===== src/rtl/md5_pkg.sv =====
// Package for the MD5 engine: constants and round tables.
package md5_pkg;

	localparam int WORD_W    = 32;
	localparam int BUF_WORDS = 16;

	localparam logic [WORD_W-1:0] INIT_A = 32'h67452301;
	localparam logic [WORD_W-1:0] INIT_B = 32'hefcdab89;
	localparam logic [WORD_W-1:0] INIT_C = 32'h98badcfe;
	localparam logic [WORD_W-1:0] INIT_D = 32'h10325476;

	localparam logic [7:0] PAD_BYTE  = 8'h80;
	localparam logic [5:0] LEN_POS   = 6'd56;
	localparam logic [3:0] LEN_LO_WD = 4'd14;
	localparam logic [3:0] LEN_HI_WD = 4'd15;
	localparam logic [5:0] LAST_RND  = 6'd63;

	// round constants, floor(abs(sin(i+1)) * 2^32)
	function automatic logic [WORD_W-1:0] k_const(input logic [5:0] r);
		logic [WORD_W-1:0] k;
		unique case (r)
			6'd0:  k = 32'hd76aa478; 6'd1:  k = 32'he8c7b756;
			6'd2:  k = 32'h242070db; 6'd3:  k = 32'hc1bdceee;
			6'd4:  k = 32'hf57c0faf; 6'd5:  k = 32'h4787c62a;
			6'd6:  k = 32'ha8304613; 6'd7:  k = 32'hfd469501;
			6'd8:  k = 32'h698098d8; 6'd9:  k = 32'h8b44f7af;
			6'd10: k = 32'hffff5bb1; 6'd11: k = 32'h895cd7be;
			6'd12: k = 32'h6b901122; 6'd13: k = 32'hfd987193;
			6'd14: k = 32'ha679438e; 6'd15: k = 32'h49b40821;
			6'd16: k = 32'hf61e2562; 6'd17: k = 32'hc040b340;
			6'd18: k = 32'h265e5a51; 6'd19: k = 32'he9b6c7aa;
			6'd20: k = 32'hd62f105d; 6'd21: k = 32'h02441453;
			6'd22: k = 32'hd8a1e681; 6'd23: k = 32'he7d3fbc8;
			6'd24: k = 32'h21e1cde6; 6'd25: k = 32'hc33707d6;
			6'd26: k = 32'hf4d50d87; 6'd27: k = 32'h455a14ed;
			6'd28: k = 32'ha9e3e905; 6'd29: k = 32'hfcefa3f8;
			6'd30: k = 32'h676f02d9; 6'd31: k = 32'h8d2a4c8a;
			6'd32: k = 32'hfffa3942; 6'd33: k = 32'h8771f681;
			6'd34: k = 32'h6d9d6122; 6'd35: k = 32'hfde5380c;
			6'd36: k = 32'ha4beea44; 6'd37: k = 32'h4bdecfa9;
			6'd38: k = 32'hf6bb4b60; 6'd39: k = 32'hbebfbc70;
			6'd40: k = 32'h289b7ec6; 6'd41: k = 32'heaa127fa;
			6'd42: k = 32'hd4ef3085; 6'd43: k = 32'h04881d05;
			6'd44: k = 32'hd9d4d039; 6'd45: k = 32'he6db99e5;
			6'd46: k = 32'h1fa27cf8; 6'd47: k = 32'hc4ac5665;
			6'd48: k = 32'hf4292244; 6'd49: k = 32'h432aff97;
			6'd50: k = 32'hab9423a7; 6'd51: k = 32'hfc93a039;
			6'd52: k = 32'h655b59c3; 6'd53: k = 32'h8f0ccc92;
			6'd54: k = 32'hffeff47d; 6'd55: k = 32'h85845dd1;
			6'd56: k = 32'h6fa87e4f; 6'd57: k = 32'hfe2ce6e0;
			6'd58: k = 32'ha3014314; 6'd59: k = 32'h4e0811a1;
			6'd60: k = 32'hf7537e82; 6'd61: k = 32'hbd3af235;
			6'd62: k = 32'h2ad7d2bb; 6'd63: k = 32'heb86d391;
			default: k = '0;
		endcase
		return k;
	endfunction

	function automatic logic [4:0] rot_amt(input logic [5:0] r);
		logic [4:0] s;
		unique case ({r[5:4], r[1:0]})
			4'd0:  s = 5'd7;  4'd1:  s = 5'd12; 4'd2:  s = 5'd17; 4'd3:  s = 5'd22;
			4'd4:  s = 5'd5;  4'd5:  s = 5'd9;  4'd6:  s = 5'd14; 4'd7:  s = 5'd20;
			4'd8:  s = 5'd4;  4'd9:  s = 5'd11; 4'd10: s = 5'd16; 4'd11: s = 5'd23;
			4'd12: s = 5'd6;  4'd13: s = 5'd10; 4'd14: s = 5'd15; 4'd15: s = 5'd21;
			default: s = 5'd0;
		endcase
		return s;
	endfunction

	// message word index used by each round
	function automatic logic [3:0] msg_idx(input logic [5:0] r);
		logic [3:0] g;
		unique case (r[5:4])
			2'd0: g = r[3:0];
			2'd1: g = 4'(5 * r[3:0] + 1);
			2'd2: g = 4'(3 * r[3:0] + 5);
			2'd3: g = 4'(7 * r[3:0]);
			default: g = '0;
		endcase
		return g;
	endfunction

endpackage


===== src/rtl/md5_ram.sv =====
// Generic single-write, single-read RAM with registered read data.
module md5_ram #(
	parameter int WIDTH = 32,
	parameter int DEPTH = 16
) (
	input  logic                     clk,
	input  logic                     we,
	input  logic [$clog2(DEPTH)-1:0] waddr,
	input  logic [WIDTH-1:0]         wdata,
	input  logic [$clog2(DEPTH)-1:0] raddr,
	output logic [WIDTH-1:0]         rdata
);

	logic [WIDTH-1:0] mem_q [DEPTH];

	always_ff @(posedge clk) begin
		if (we) begin
			mem_q[waddr] <= wdata;
		end
		rdata <= mem_q[raddr];
	end

endmodule


===== src/rtl/md5_hash_engine_unit.sv =====
// MD5 engine: byte-wide message input, 128-bit digest output.
//
//  channel  | handshake            | payload
//  ---------+----------------------+----------------------------------
//  input    | in_valid / in_ready  | data_byte[7:0], has_byte, last
//  output   | out_valid / out_ready| digest_low[63:0], digest_high[63:0]
//
// A byte is taken while in_ready is high; every 64th byte starts a load,
// the rounds and a chaining add, with in_ready low. A last transaction
// adds padding, a second compression if the length spills over, two length
// writes and a final compression before the digest.
// The message block sits as 16 words in a RAM; rounds read it one word ahead.
// Reset returns the chaining values and counters to their initial state.
// A digest waiting on out_ready stalls only the next final chaining add.
module md5_hash_engine_unit (
	input  logic        clk,
	input  logic        arst_n,
	input  logic        in_valid,
	output logic        in_ready,
	input  logic [7:0]  data_byte,
	input  logic        has_byte,
	input  logic        last,
	output logic        out_valid,
	input  logic        out_ready,
	output logic [63:0] digest_low,
	output logic [63:0] digest_high
);

	localparam int AW = $clog2(md5_pkg::BUF_WORDS);

	typedef enum logic [2:0] {
		ST_IDLE, ST_PAD, ST_LEN_LO, ST_LEN_HI, ST_PRIME, ST_ROUND, ST_ADD
	} state_t;

	state_t st_q;

	logic [31:0] ch_a_q, ch_b_q, ch_c_q, ch_d_q;
	logic [31:0] a_q, b_q, c_q, d_q;
	logic [31:0] word_q;
	logic [5:0]  cnt_q;
	logic [5:0]  round_q;
	logic [63:0] bits_q;
	logic        pad_q, pad80_q, final_q;

	logic        push_en;
	logic [7:0]  push_val;
	logic        ram_we;
	logic [AW-1:0] ram_waddr, ram_raddr;
	logic [31:0] ram_wdata, ram_rdata;
	logic [31:0] f_val, t_val, b_new;
	logic [63:0] rot_w;
	logic [5:0]  round_nx;

	assign in_ready = (st_q == ST_IDLE);

	always_comb begin
		push_en  = 1'b0;
		push_val = data_byte;
		if (st_q == ST_IDLE) begin
			push_en = in_valid && has_byte;
		end else if (st_q == ST_PAD) begin
			push_en  = !(pad80_q && cnt_q == md5_pkg::LEN_POS);
			push_val = pad80_q ? 8'h00 : md5_pkg::PAD_BYTE;
		end
	end

	always_comb begin
		ram_we    = push_en && (cnt_q[1:0] == 2'd3);
		ram_waddr = cnt_q[5:2];
		ram_wdata = {push_val, word_q[23:0]};
		if (st_q == ST_LEN_LO) begin
			ram_we    = 1'b1;
			ram_waddr = md5_pkg::LEN_LO_WD;
			ram_wdata = bits_q[31:0];
		end else if (st_q == ST_LEN_HI) begin
			ram_we    = 1'b1;
			ram_waddr = md5_pkg::LEN_HI_WD;
			ram_wdata = bits_q[63:32];
		end
	end

	// read one round ahead; the load cycle fetches the first word
	assign round_nx  = round_q + 6'd1;
	assign ram_raddr = (st_q == ST_ROUND) ? md5_pkg::msg_idx(round_nx) : '0;

	md5_ram #(
		.WIDTH(md5_pkg::WORD_W),
		.DEPTH(md5_pkg::BUF_WORDS)
	) u_buf (
		.clk  (clk),
		.we   (ram_we),
		.waddr(ram_waddr),
		.wdata(ram_wdata),
		.raddr(ram_raddr),
		.rdata(ram_rdata)
	);

	always_comb begin
		unique case (round_q[5:4])
			2'd0: f_val = (b_q & c_q) | (~b_q & d_q);
			2'd1: f_val = (b_q & d_q) | (c_q & ~d_q);
			2'd2: f_val = b_q ^ c_q ^ d_q;
			2'd3: f_val = c_q ^ (b_q | ~d_q);
			default: f_val = '0;
		endcase
		t_val = a_q + f_val + md5_pkg::k_const(round_q) + ram_rdata;
		rot_w = {t_val, t_val} << md5_pkg::rot_amt(round_q);
		b_new = b_q + rot_w[63:32];
	end

	always_ff @(posedge clk or negedge arst_n) begin
		if (!arst_n) begin
			st_q      <= ST_IDLE;
			ch_a_q    <= md5_pkg::INIT_A;
			ch_b_q    <= md5_pkg::INIT_B;
			ch_c_q    <= md5_pkg::INIT_C;
			ch_d_q    <= md5_pkg::INIT_D;
			cnt_q     <= '0;
			round_q   <= '0;
			bits_q    <= '0;
			pad_q     <= 1'b0;
			pad80_q   <= 1'b0;
			final_q   <= 1'b0;
			out_valid <= 1'b0;
		end else begin
			if (out_valid && out_ready && !(st_q == ST_ADD && final_q)) begin
				out_valid <= 1'b0;
			end

			if (push_en) begin
				word_q[8*cnt_q[1:0] +: 8] <= push_val;
				cnt_q <= cnt_q + 6'd1;
			end

			unique case (st_q)
				ST_IDLE: begin
					if (in_valid) begin
						if (has_byte) begin
							bits_q <= bits_q + 64'd8;
						end
						if (has_byte && cnt_q == 6'd63) begin
							pad_q <= last;
							st_q  <= ST_PRIME;
						end else if (last) begin
							pad_q <= 1'b1;
							st_q  <= ST_PAD;
						end
					end
				end
				ST_PAD: begin
					if (!pad80_q) begin
						pad80_q <= 1'b1;
					end
					if (pad80_q && cnt_q == md5_pkg::LEN_POS) begin
						st_q <= ST_LEN_LO;
					end else if (cnt_q == 6'd63) begin
						st_q <= ST_PRIME;
					end
				end
				ST_LEN_LO: begin
					st_q <= ST_LEN_HI;
				end
				ST_LEN_HI: begin
					final_q <= 1'b1;
					st_q    <= ST_PRIME;
				end
				ST_PRIME: begin
					a_q     <= ch_a_q;
					b_q     <= ch_b_q;
					c_q     <= ch_c_q;
					d_q     <= ch_d_q;
					round_q <= '0;
					st_q    <= ST_ROUND;
				end
				ST_ROUND: begin
					a_q     <= d_q;
					d_q     <= c_q;
					c_q     <= b_q;
					b_q     <= b_new;
					round_q <= round_nx;
					if (round_q == md5_pkg::LAST_RND) begin
						st_q <= ST_ADD;
					end
				end
				ST_ADD: begin
					if (final_q) begin
						// hold here until the previous digest has been taken
						if (!out_valid || out_ready) begin
							digest_low  <= {ch_b_q + b_q, ch_a_q + a_q};
							digest_high <= {ch_d_q + d_q, ch_c_q + c_q};
							out_valid   <= 1'b1;
							ch_a_q      <= md5_pkg::INIT_A;
							ch_b_q      <= md5_pkg::INIT_B;
							ch_c_q      <= md5_pkg::INIT_C;
							ch_d_q      <= md5_pkg::INIT_D;
							bits_q      <= '0;
							cnt_q       <= '0;
							pad_q       <= 1'b0;
							pad80_q     <= 1'b0;
							final_q     <= 1'b0;
							st_q        <= ST_IDLE;
						end
					end else begin
						ch_a_q <= ch_a_q + a_q;
						ch_b_q <= ch_b_q + b_q;
						ch_c_q <= ch_c_q + c_q;
						ch_d_q <= ch_d_q + d_q;
						st_q   <= pad_q ? ST_PAD : ST_IDLE;
					end
				end
				default: st_q <= ST_IDLE;
			endcase
		end
	end

`ifndef SYNTH
	// rounds read the buffer; nothing may write it meanwhile
	a_no_write_in_rounds: assert property (@(posedge clk) disable iff (!arst_n)
		(st_q == ST_ROUND || st_q == ST_PRIME) |-> !ram_we)
		else $error("block buffer written during compression");

	a_round_end: assert property (@(posedge clk) disable iff (!arst_n)
		(st_q == ST_ROUND && round_q == md5_pkg::LAST_RND) |=> (st_q == ST_ADD))
		else $error("compression did not end after the last round");

	a_len_pos: assert property (@(posedge clk) disable iff (!arst_n)
		(st_q == ST_LEN_LO) |-> (cnt_q == md5_pkg::LEN_POS && pad80_q))
		else $error("length written at wrong buffer position");

	a_digest_src: assert property (@(posedge clk) disable iff (!arst_n)
		$rose(out_valid) |-> ($past(st_q) == ST_ADD && $past(final_q)))
		else $error("digest issued outside a final chaining add");
`endif

endmodule

===== config.mk =====
export PLATFORM = sky130hd
export DESIGN_NAME = md5_hash_engine_unit
export DESIGN_NICKNAME = d
export VERILOG_FILES = /design/src/rtl/md5_pkg.sv /design/src/rtl/md5_ram.sv /design/src/rtl/md5_hash_engine_unit.sv
export SDC_FILE = /design/constraint.sdc
export NUM_CORES = 2
export LEC_CHECK = 0
export ABC_AREA = 1
export BUFFER_PORTS_ARGS = -buffer_cell sky130_fd_sc_hd__buf_4
export CORE_MARGIN = 2
export CORE_UTILIZATION = 52
export CTS_BUF_LIST = sky130_fd_sc_hd__clkbuf_4 sky130_fd_sc_hd__clkbuf_8
export CTS_CLUSTER_SIZE = 14
export DETAILED_ROUTE_END_ITERATION = 12
export GPL_TIMING_DRIVEN = 0
export PLACE_DENSITY = 0.68
export SLEW_MARGIN = 15
export SYNTH_ARGS = -nofsm -noshare
export SYNTH_HDL_FRONTEND = slang
export SYNTH_SLANG_ARGS = --single-unit

===== constraint.sdc =====
create_clock -name clk -period 10.5 [get_ports clk]
set_input_delay 0.525 -clock clk [delete_from_list [all_inputs] [get_ports clk]]
set_output_delay 0.525 -clock clk [all_outputs]
set_load 0.01 [all_outputs]

==> impl_metrics.toml <==
[floorplanning]
core_um2 = 114000
die_w_um = 342
io_pins = 144
die_h_um = 342
start_util_pct = 52.2
rows = 124
die_area_um2 = 117000

[sta]
fin_ws_ns = 0.344
max_slew_margin_pct = 17.4
period_share_pct = 96.7
slew_viol_final = 0
max_freq_mhz = 98.5
hold_ws_ns = 0.108
setup_violations = 0
worstMarginPinSlew_ns = 1.23
rsz0062_at_grt = "no"
finalHoldViolations = 0
period_minus_slack_ns = 10.16
finClkSkew_ns = 0.0914

[global_routing]
grt_max_degree = 96
grt_overflow = 0
grt_antenna_before_repair = 12
grt_first_pass_wirelength_um = 346000
grtUsageTotal_pct = 41.1
grt_pass1_vias = 50800

[synthesis]
async_flop_share_pct = 20.2
syn_nets = 6927
synth-main-ff-cell = "edfxtp_1"
muxShareOfSynthArea_pct = 0.543
ys_types = 74
syn-cell-area_um2 = 59400
synth_top_family_by_area = "simple AND/OR/NAND/NOR gates"
synth_edf_count = 792
synth.ff_latch_count = 1032
yosys.area_share.simple_pct = 16.1
netlist_instances = 6595
synth-seq-area-share_pct = 50.0
synthAdderAreaFrac_pct = 7.54
avgSynthCellArea_um2 = 9.01
synth-compound-area-share_pct = 15.3
synthXorXnorAreaFrac_pct = 2.57
yosysWarnings = 0

[status]
run_status = "complete, no violations"

[cts]
clock_latency_ns = 0.98
cts_tree = "done"
clkTransAtPathRegs_ns = 0.07
numClockSinks = 1032
cts.htree.levels = 4
root_buffer = "clkbuf_8"
cts_inserted_buffers = 175
clk_path_buf_depth = 3

[detailed_routing]
via_count = 53200
dr.pass1.iters = 7
ant_nets = 0
routed_wl_um = 244000
initialDrtViolationCount = 6908
viasPerCell = 6.15
detail_route.wl_per_cell_um = 28.2
drc = 0

[worst_setup_path]
cp_max_fo = 10
path_common_cell = "nand2_1"
slowest_delay_ns = 0.78
cp.required_ns = 11.18
cp-start-kind = "register"
path_buf_inv = 6
slowest_stage = "clkbuf_1"
worstSetupPathType = "register to register"
cp_data_arrival_time_ns = 10.84
cp-end-kind = "register"
path_delay_family = "simple AND/OR/NAND/NOR gates"

[placed_design]
gp_congestion = 1.12
post_dp_cell_area_um2 = 63700
port_buffers = 143
pre_cts_slack_ns = -0.712
dp_hpwl_um = 188000

[layout]
fillCellCount = 9969
utilization_pct = 59.6
fin_nets = 7316
area_growth_pct = 14.1
layout-drive-gt1-share_pct = 10.8
design_area_um2 = 67800

[min_path]
hold_path.class = "input port to async pin"

[job]
maxCapViolations = 0
## worst reg2reg max path, delay by kind of cell (launching register included)
family	cells	cell delay (ns)
buffers and inverters	6	2.10
AOI/OAI and AO/OA	11	2.56
adders and majority gates	5	1.94
xor gates and xnor gates	1	0.31
DFF	1	0.36
and+or+nand+nor	17	2.65
## final timing paths
path / startpoint / to / slack, ns / depth (start not counted)
worst max-delay path: round_q[4] / b_q[22] / 0.34 / 40
worst min-delay path: arst_n / ch_b_q[6] / 0.11 / 2
worst max register to register: round_q[4] / b_q[22] / 0.34 / 40
worst min register to register: ch_a_q[0] / ch_a_q[0] / 0.49 / 2
max in group asynchronous: arst_n / ch_c_q[5] / 9.42 / 3
min in group clk: has_byte / st_q[0] / 0.11 / 6
## layer usage
layer	up-vias	routed length, µm	GRT usage, %
met5	-	52	0
met4	8	18900	27.9
met3	759	24800	9.27
met2	3442	109000	64.1
met1	25400	91100	51.3
li1	23600	-	-
## flip-flops by register name, indices dropped and copies added (netlist names), 61 cells and up
signal and flops:
bits_q 61, digest_high 64, digest_low 64, u_buf.mem_q 512
## cell type report
class	count	area, µm²	share of cell area (%)
Antenna cell	7	17.5	0.0258
Timing Repair Buffer	213	2230	3.29
Inverter	957	3610	5.32
Tap cell	1512	1890	2.79
Clock inverter	96	1000	1.48
Buffer	247	1120	1.65
Clock buffer	234	2950	4.35
Multi-Input combinational cell	4358	25300	37.3
Sequential cell	1032	29700	43.8
## metrics by stage
step | std cells | setup TNS [ns]
2_1_floorplan | 6595 | 0
3_3_place_gp | 8250 | -414.22
3_5_place_dp | 8307 | -5.13
4_1_cts | 8648 | 0
5_1_grt | 8651 | 0
6_report | 8656 | 0
## logic make-up (layout without fill, tap and decap cells)
family	count (synthesis)	in the layout
xor+xnor	172	172
compound gates	1597	1597
buf+inv	1205	1747
fa+ha+maj	318	318
other cells	0	7
simple gates	2239	2239
mux	32	32
flops	1032	1032
## synthesized netlist by cell type (10+ instances only)
master / instances / area [µm²]
nor2_1: 391 / 1470
a22oi_1: 12 / 90.1
a31oi_1: 22 / 138
buf_2: 56 / 280
fa_1: 67 / 1340
xnor2_1: 57 / 499
o21ai_0: 632 / 3160
a22o_1: 10 / 87.6
o31ai_1: 13 / 97.6
mux2i_1: 30 / 300
o21ai_1: 33 / 165
inv_2: 17 / 63.8
clkbuf_1: 153 / 574
buf_6: 11 / 124
o22ai_1: 85 / 532
o211ai_1: 111 / 833
edfxtp_1: 792 / 23800
nor4_1: 20 / 125
xor2_1: 114 / 998
dfstp_2: 64 / 1680
clkinv_1: 10 / 37.5
o2111ai_1: 10 / 87.6
nand3_1: 421 / 2110
a221oi_1: 12 / 105
o21a_1: 19 / 143
dfxtp_1: 32 / 641
nand4_1: 50 / 313
buf_1: 22 / 82.6
a21oi_1: 497 / 2490
o221ai_1: 40 / 350
a21o_1: 18 / 135
nor3_1: 140 / 701
nand2_2: 10 / 62.6
or2_2: 17 / 106
nand2_1: 1146 / 4300
o21bai_1: 14 / 105
o311ai_1: 23 / 201
a211oi_1: 20 / 150
dfrtp_1: 144 / 3600
ha_1: 251 / 3140
inv_1: 929 / 3490
## repair_timing
action                                  in CTS  in global routing
endpoints found under the setup margin      15                 15
gates cloned                                 0                  0
setup buffers                                0                  1
hold endpoints to repair                   112                  0
resized for setup                            9                 29
hold buffers                                11                  0
pin swaps                                    0                  2
## cell usage in the layout, fill, tap and decap left out, types with 26 or more instances in the layout
cell and count:
nand3_1 421, xor2_1 114, clkinv_1 42, dfstp_2 64, nand2_1 1142, fa_1 67, clkbuf_8 191, inv_1 929
ha_1 251, o21ai_0 616, dfxtp_1 32, clkinv_2 30, o211ai_1 111, nor3_1 140, edfxtp_1 792, o21ai_1 40
nor2_1 372, mux2i_1 30, dfrtp_1 142, o22ai_1 85, o221ai_1 26, clkbuf_4 44, nand4_1 50, buf_4 161
buf_2 57, a21oi_1 495, xnor2_1 57, clkbuf_1 146
Power is not shown: default switching activity piles up to over one toggle a cycle in this logic, so the estimate is an artifact.
